==> config.mk <==
export PLATFORM = sky130hd
export DESIGN_NAME = rkvl_cell
export DESIGN_NICKNAME = d
export VERILOG_FILES = /design/src/sv/rotating_key_value_lookaside_defines.svh /design/src/sv/rkvl_pkg.sv /design/src/sv/rkvl_cell.sv
export SDC_FILE = /design/constraint.sdc
export NUM_CORES = 1
export LEC_CHECK = 0
export BUFFER_PORTS_ARGS = -buffer_cell sky130_fd_sc_hd__buf_2
export CAP_MARGIN = 20
export CORE_ASPECT_RATIO = 1.25
export CORE_MARGIN = 1
export CORE_UTILIZATION = 54
export DETAILED_ROUTE_END_ITERATION = 8
export GPL_TIMING_DRIVEN = 1
export MAX_ROUTING_LAYER = met4
export PLACE_DENSITY = 0.95
export SLEW_MARGIN = 0
export SYNTH_ARGS = -nofsm -noshare
export SYNTH_HDL_FRONTEND = slang
export SYNTH_SLANG_ARGS = --single-unit
export TNS_END_PERCENT = 100
==> constraint.sdc <==
create_clock -name clk -period 3.67 [get_ports clk]
set_clock_uncertainty 0.1 [all_clocks]
set_input_delay 0.5505 -clock clk [delete_from_list [all_inputs] [get_ports clk]]
set_output_delay 0.5505 -clock clk [all_outputs]
set_load 0.01 [all_outputs]
==> src/sv/rotating_key_value_lookaside_defines.svh <==
// Assertion macros shared by the lookaside RTL.
// No dependencies; included by files that carry concurrent checks.
`ifndef ROTATING_KEY_VALUE_LOOKASIDE_DEFINES_SVH
`define ROTATING_KEY_VALUE_LOOKASIDE_DEFINES_SVH

// Same-cycle implication, sampled on clk, off during reset
`define RKVL_ASSERT_NOW(label, ante, cons, msg) \
  label: assert property (@(posedge clk) disable iff (!rst_n) (ante) |-> (cons)) \
    else $error(msg);

// Next-cycle implication, sampled on clk, off during reset
`define RKVL_ASSERT_NEXT(label, ante, cons, msg) \
  label: assert property (@(posedge clk) disable iff (!rst_n) (ante) |=> (cons)) \
    else $error(msg);

`endif

==> src/sv/rkvl_pkg.sv <==
// Shared constants, command codes and the token type of the lookaside chain.
// No dependencies; imported by the interfaces, the cell and the top level.
package rkvl_pkg;

  localparam int ENTRIES = 16;
  localparam int PTR_W   = (ENTRIES > 1) ? $clog2(ENTRIES) : 1;
  localparam int KEY_W   = 32;
  localparam int VAL_W   = 32;
  localparam int CMD_W   = 2;

  typedef enum logic [CMD_W-1:0] {
    CMD_APPEND = 2'd0,
    CMD_FIND   = 2'd1,
    CMD_REMOVE = 2'd2
  } cmd_t;

  // Request token that walks the cell chain, one cell per cycle
  typedef struct packed {
    logic             valid;
    logic [CMD_W-1:0] cmd;
    logic [KEY_W-1:0] key;
    logic [VAL_W-1:0] value;
    logic [PTR_W-1:0] ptr;          // cells left until the append slot
    logic             hit;          // an earlier cell already handled it
    logic [VAL_W-1:0] found_value;
  } token_t;

endpackage

==> src/sv/rkvl_cell.sv <==
// One entry of the lookaside store plus its stage of the request chain.
// Depends on rkvl_pkg (token_t, command codes).
module rkvl_cell import rkvl_pkg::*; (
  input  logic   clk,
  input  logic   rst_n,
  input  token_t tok_in,
  output token_t tok_out
);

  logic [KEY_W-1:0] key_r, key_nxt;
  logic [VAL_W-1:0] val_r, val_nxt;
  token_t           tok_r, tok_nxt;
  logic             is_app, is_find, is_rem, match;

  // Match and update for the token passing this cell
  always_comb begin
    is_app  = (tok_in.cmd == CMD_APPEND);
    is_find = (tok_in.cmd == CMD_FIND);
    is_rem  = (tok_in.cmd == CMD_REMOVE);
    match   = tok_in.valid && !tok_in.hit &&
              ((is_app && (tok_in.ptr == '0)) ||
               ((is_find || is_rem) && (key_r == tok_in.key)));

    tok_nxt     = tok_in;
    tok_nxt.ptr = tok_in.ptr - PTR_W'(1);
    tok_nxt.hit = tok_in.hit | match;
    if (match && is_find) begin
      tok_nxt.found_value = val_r;
    end

    key_nxt = key_r;
    val_nxt = val_r;
    if (match && is_app) begin
      key_nxt = tok_in.key;
      val_nxt = tok_in.value;
    end else if (match && is_rem) begin
      key_nxt = '1;
      val_nxt = '1;
    end
  end

  // Entry resets to empty (all ones)
  always_ff @(posedge clk) begin
    if (!rst_n) begin
      key_r <= '1;
      val_r <= '1;
      tok_r <= '0;
    end else begin
      key_r <= key_nxt;
      val_r <= val_nxt;
      tok_r <= tok_nxt;
    end
  end

  assign tok_out = tok_r;

endmodule

==> flow_summary.ini, run 1 <==
[drt]
met3_length_um = 708
ant_nets = 0
drtIter0Drc = 174
viasPerCell = 5.04
routed.top_layer = met4
route.detailed.drc = 0
dr_wl_met2_mm = 7.69
num_vias = 4945
wl_met1_mm = 5.98
routed_wl_mm = 14.5
firstDrtPassIters = 4
wl_per_cell_um = 14.8

[clock_tree]
cts-root-buf = clkbuf_16
cts_buffers = 17
postCtsResizedCells = 0
cts_htree_levels = 4
cts_tree = built
ctsHoldBuffers = 0
cts_buffer_depth = 2
clkTransAtPathRegs_ns = 0.07
cts_setup_buffers = 0
cts.sinks = 168
clock_latency_ns = 0.42

[synth]
ys_types = 31
avgSynthCellArea_um2 = 9.99
synth-seq-cells = 168
ys.flop_type = dfxtp_1
syn_nets = 752
syn_area_um2 = 6410
synth_edf_count = 0
ys_seq_area_frac = 0.525
synth_async_sr_flop_share = 0
netlist_instances = 641
yosys_warnings = 0

[sta]
timing.final.max_slew_violations = 0
final-setup-viol-count = 0
period_needed_ns = 2.47
tns_ns = 0
finalHoldViolCount = 0
rsz0062_at_grt = false
worstMarginPinSlew_ns = 0.772
fin_crit_sh = 0.672
maxSlewHeadroom = 0.485
max_freq_mhz = 405

[worst_setup_path]
cp.arrival_ns = 2.63
reg2reg_slack_ns = 1.20
rr_endpoint = val_r[25]$_SDFFE_PN1P_
r2r_cells = 7
critical_path_class = reg -> reg
startpoint = key_r[29]$_SDFFE_PN1P_
crit_path_start_kind = register
r2r_start = key_r[29]$_SDFFE_PN1P_
end_kind = register
crit_path_max_fanout = 42
endpoint = val_r[25]$_SDFFE_PN1P_
worstPathRequired_ns = 3.83

[placement]
io_buffers = 209
dpl.hpwl_mm = 10.2
gp_congestion = 0.736

[flow_run]
maxCapViolations = 0

[cells_and_area]
drive_gt1_frac = 0.303
antennaDiodeCount = 0
final_nets = 942
syn_to_final_growth_pct = 25.0

[power_and_ir_drop]
power_density_nw_per_um2 = 492
power_mw = 3.94
vdd_ir_drop_max_v = 0.000316
leakagePower_nw = 3.77

[run_status]
status = completed

[global_routing]
grt_max_degree = 131
grt_overflow = 0
grt_pass1_vias = 4574
antenna_found_initial = 0
grt_pass1_wl_mm = 21.9
grt_usage = 0.238

[floorplan]
ioPinCount = 210
fp.dieH_um = 124
fp.dieArea_um2 = 12300
std_cell_rows = 44
coreArea_um2 = 11600
die_width_um = 99.4
start_util = 0.554

[min_path]
min_path_type = in -> reg
## logic make-up (layout without fill, tap and decap cells)
family | count (synthesis) | after routing | synth area share
AND/OR/NAND/NOR | 219 | 219 | 0.190
flip-flops | 168 | 168 | 0.525
buffers and inverters | 114 | 317 | 0.0838
AO/OA/AOI/OAI | 69 | 69 | 0.0949
XOR/XNOR | 34 | 34 | 0.0465
multiplexers | 32 | 32 | 0.0500
adder cells (fa/ha/maj) | 5 | 5 | 0.00977
## cell type report
class | instances | area [um^2]
fillers | 868 | 3560
flip-flops and latches | 168 | 3360
multi-input cells | 359 | 2510
repair buffers | 216 | 1120
clock buffers | 17 | 425
inverters | 69 | 259
well taps | 138 | 173
clock inverters | 15 | 154
## worst max-delay path, stage by stage, from the launching register on
cell	delay [ns]
dfxtp_1	0.35
xor2_1	0.19
nor4_1	0.10
and3_1	0.20
and3_4	0.20
o21ai_4	0.52
buf_4	0.52
a32oi_1	0.12
## cells in the final DEF (no fill, tap or decap)
cell type	n
buf_2	208
dfxtp_1	168
inv_1	69
nand2_1	68
and2_1	68
a32oi_1	64
nor2b_1	63
mux2i_1	32
xnor2_1	28
clkbuf_16	17
nand4_1	6
xor2_1	6
buf_4	6
ha_1	5
inv_8	5
inv_6	4
and2b_2	2
nand3_1	2
nor3_1	2
o21ai_4	2
and2b_1	2
clkinv_8	2
clkinv_4	2
nor4_2	1
nor4_1	1
and3_1	1
o21a_1	1
and4bb_2	1
and3_4	1
o211a_2	1
nor2_1	1
o21ai_0	1
clkinv_2	1
clkinvlp_4	1
buf_6	1
buf_12	1
## synthesized netlist by cell type (7+ instances only)
master    number  share of area
dfxtp_1      168           0.53
xnor2_1       28          0.038
inv_1         69          0.040
clkbuf_1      28          0.016
nor2b_1       63          0.062
buf_6          7          0.012
a32oi_1       64          0.088
and2_1        68          0.066
mux2i_1       32          0.050
nand2_1       68          0.040
## power by group
group          switching, mW  internal [mW]
logic                  0.176          0.149
registers             0.0139           1.88
clock network          0.808          0.910
total                  0.998           2.94
## registers in the layout, summed over array words and instances (netlist names)
register  cells
key_r        32
tok_out     104
val_r        32
## routing by layer
metal | GRT usage | up-vias
met5 | - | -
met4 | 0.0671 | 0
met3 | 0.0527 | 7
met2 | 0.442 | 162
met1 | 0.255 | 2298
li1 | - | 2478
## through the flow
step | hold slack (ns) | setup slack [ns] | std cells | util | area (um^2)
after floorplan | 0.338 | 1.62 | 641 | - | 6410
after global placement | 0.346 | 0.909 | 950 | 0.642 | 7430
after detailed placement | 0.350 | 0.824 | 950 | 0.642 | 7430
after CTS | 0.213 | 1.16 | 982 | 0.692 | 8010
after global routing | 0.226 | 1.00 | 982 | 0.692 | 8010
final | 0.230 | 1.20 | 982 | 0.692 | 8010
## worst min path at each step
stage | to | start | cells after the start | slack, ns
finish | tok_out[33]$_SDFF_PN0_ | tok_in[33] | 2 | 0.23
global route | tok_out[33]$_SDFF_PN0_ | tok_in[33] | 2 | 0.23
CTS | tok_out[33]$_SDFF_PN0_ | tok_in[33] | 2 | 0.21
detailed placement | tok_out[27]$_SDFF_PN0_ | val_r[27]$_SDFFE_PN1P_ | 2 | 0.35
global placement | tok_out[4]$_SDFF_PN0_ | val_r[4]$_SDFFE_PN1P_ | 2 | 0.35
floorplan | tok_out[0]$_SDFF_PN0_ | val_r[0]$_SDFFE_PN1P_ | 2 | 0.34
Power figures use the tool's default switching activity.
==> run 2, diff against run 1 <==
--- a/config.mk
+++ b/config.mk
@@ -9,11 +9,11 @@
 export CAP_MARGIN = 20
 export CORE_ASPECT_RATIO = 1.25
 export CORE_MARGIN = 1
-export CORE_UTILIZATION = 54
+export CORE_UTILIZATION = 45
 export DETAILED_ROUTE_END_ITERATION = 8
 export GPL_TIMING_DRIVEN = 1
 export MAX_ROUTING_LAYER = met4
-export PLACE_DENSITY = 0.95
+export PLACE_DENSITY = 0.86
 export SLEW_MARGIN = 0
 export SYNTH_ARGS = -nofsm -noshare
 export SYNTH_HDL_FRONTEND = slang
==> constraint.sdc (replaced) <==
create_clock -name clk -period 2.05 [get_ports clk]
set_clock_uncertainty 0.1 [all_clocks]
set_input_delay 0.3075 -clock clk [delete_from_list [all_inputs] [get_ports clk]]
set_output_delay 0.3075 -clock clk [all_outputs]
set_load 0.01 [all_outputs]
==> flow_summary.ini, run 2 (synthesized netlist as in run 1, its figures left out) <==
[run_status]
status = completed

[worst_setup_path]
crit_chain = xnor2_1 > nand4_1 > nor4_2 > and3_4 > o211a_4 > buf_16 > mux2i_1
critical_path_class = reg -> reg
r2r_start = key_r[22]$_SDFFE_PN1P_
crit_path_start_kind = register
cp.arrival_ns = 2.27
rr_endpoint = tok_out[25]$_SDFF_PN0_
crit_path_max_fanout = 13
crit_family = simple AND/OR/NAND/NOR gates
reg2reg_slack_ns = 0.03
r2r_cells = 7
worstPathRequired_ns = 2.30
cp_slowest_stage_delay_ns = 0.36
crit_buf_inv = 1
end_kind = register
cp_slowest_cell = nor4_2

[placement]
post_dp_cell_area_um2 = 7620
io_buffers = 209
dpl.hpwl_mm = 10.1
post-place-cells = 997
gp_congestion = 0.757

[drt]
route.detailed.drc = 0
wl_per_cell_um = 14.4
firstDrtPassIters = 4
viasPerCell = 4.89
routed_wl_mm = 15.4
drtIter0Drc = 268
num_vias = 5197
ant_nets = 0

[power_and_ir_drop]
power_density_nw_per_um2 = 846
vdd_ir_drop_max_v = 0.000545
leakagePower_nw = 4.04
power_mw = 7.31

[min_path]
hp-start = tok_in[37]
holdPathStages = 2
min_path_type = in -> reg
min_to = tok_out[37]$_SDFF_PN0_

[floorplan]
start_util = 0.462
die_width_um = 109
ioPinCount = 210
fp.dieArea_um2 = 14700
std_cell_rows = 48
fp.dieH_um = 135
coreArea_um2 = 13900

[sta]
worstMarginPinSlew_ns = 0.421
tns_ns = 0
period_needed_ns = 2.02
final-setup-viol-count = 0
fin_crit_sh = 0.986
maxSlewHeadroom = 0.719
rsz0062_at_grt = true
max_freq_mhz = 495
finalHoldViolCount = 0
timing.final.max_slew_violations = 0

[cells_and_area]
largest_reg_flops = 104
regArea_um2 = 3370
multiInputGateArea_um2 = 2570
final_cells = 1063
drive_gt1_frac = 0.314
num-fill-cells = 1115
final_cell_mix = 208 x buf_2, 164 x dfxtp_1, 69 x inv_1, 68 x nand2_1, 68 x and2_1
final_common_cell = buf_2
final_nets = 983
syn_to_final_growth_pct = 34.9
fin_area_um2 = 8640

[clock_tree]
cts_tree = built
clkTransAtPathRegs_ns = 0.06
cts_buffers = 17
cts.sinks = 168
cts_buffer_depth = 2
cts-root-buf = clkbuf_16
clock_latency_ns = 0.43
cts_htree_levels = 4
cts_setup_buffers = 0

[global_routing]
busiest_layer = met2
grt_pass1_vias = 5033
use_met2 = 0.370
use_met3 = 0.0616
met1_usage = 0.226
grt_pass1_wl_mm = 23.6
grt_usage = 0.218
grt_max_degree = 62
antenna_found_initial = 2
grt_overflow = 0

[flow_run]
maxCapViolations = 0
==> run 2: metal layers <==
metal  routed length [um]  part of all wire
met4                  613             0.040
met5                    0                 0
met1                 6200              0.40
met2                 7730              0.50
met3                  817             0.053
==> run 2: how the worst max path moves through the flow <==
stage / from / to / slack, ns / cells after the start
final: key_r[22]$_SDFFE_PN1P_ / tok_out[25]$_SDFF_PN0_ / 0.03 / 7
after detailed placement: tok_in[72] / tok_out[20]$_SDFF_PN0_ / -0.20 / 8
after global routing: key_r[14]$_SDFFE_PN1P_ / tok_out[30]$_SDFF_PN0_ / -0.05 / 7
after global placement: tok_in[95] / tok_out[20]$_SDFF_PN0_ / -0.13 / 8
after floorplan: key_r[5]$_SDFFE_PN1P_ / tok_out[10]$_SDFF_PN0_ / 0.23 / 8
after CTS: key_r[22]$_SDFFE_PN1P_ / tok_out[20]$_SDFF_PN0_ / 0.001 / 7
==> run 2: what timing repair did <==
action | 4_1_cts | 5_1_grt
pin swaps | 3 | 7
endpoints found under the setup margin | 96 | 96
cloned | 1 | 1
hold endpoints to repair | 29 | 0
gates resized for setup | 3 | 12
hold buffers | 29 | 0
==> run 2: worst register-to-register path: cells and delay by family, from the launching register on <==
kind,cells,cell delay [ns]
mux,1,0.21
compound gates,1,0.24
flops,1,0.33
xor+xnor,1,0.13
buf+inv,1,0.18
simple gates,3,0.76
==> run 2: through the flow <==
step	hold WS, ns	setup slack (ns)	util
after floorplan	0.279	0.233	-
after global placement	0.345	-0.130	0.549
after detailed placement	0.351	-0.195	0.549
after CTS	0.00282	0.00110	0.617
after global routing	0.00438	-0.0483	0.623
final	0.0120	0.0282	0.623
==> run 2: final cells by class <==
class / instances / area share
sequential: 168 / 0.390
clock inverter: 11 / 0.0169
antenna: 3 / 0.000868
inverter: 69 / 0.0300
tap: 175 / 0.0253
multi-input combinational: 359 / 0.297
clock buffer: 21 / 0.0533
timing repair buffer: 257 / 0.187
==> run 2: report_power, final <==
part | switching [mW] | internal [mW]
combinational | 0.331 | 0.319
sequential | 0.0256 | 3.38
clock | 1.28 | 1.98
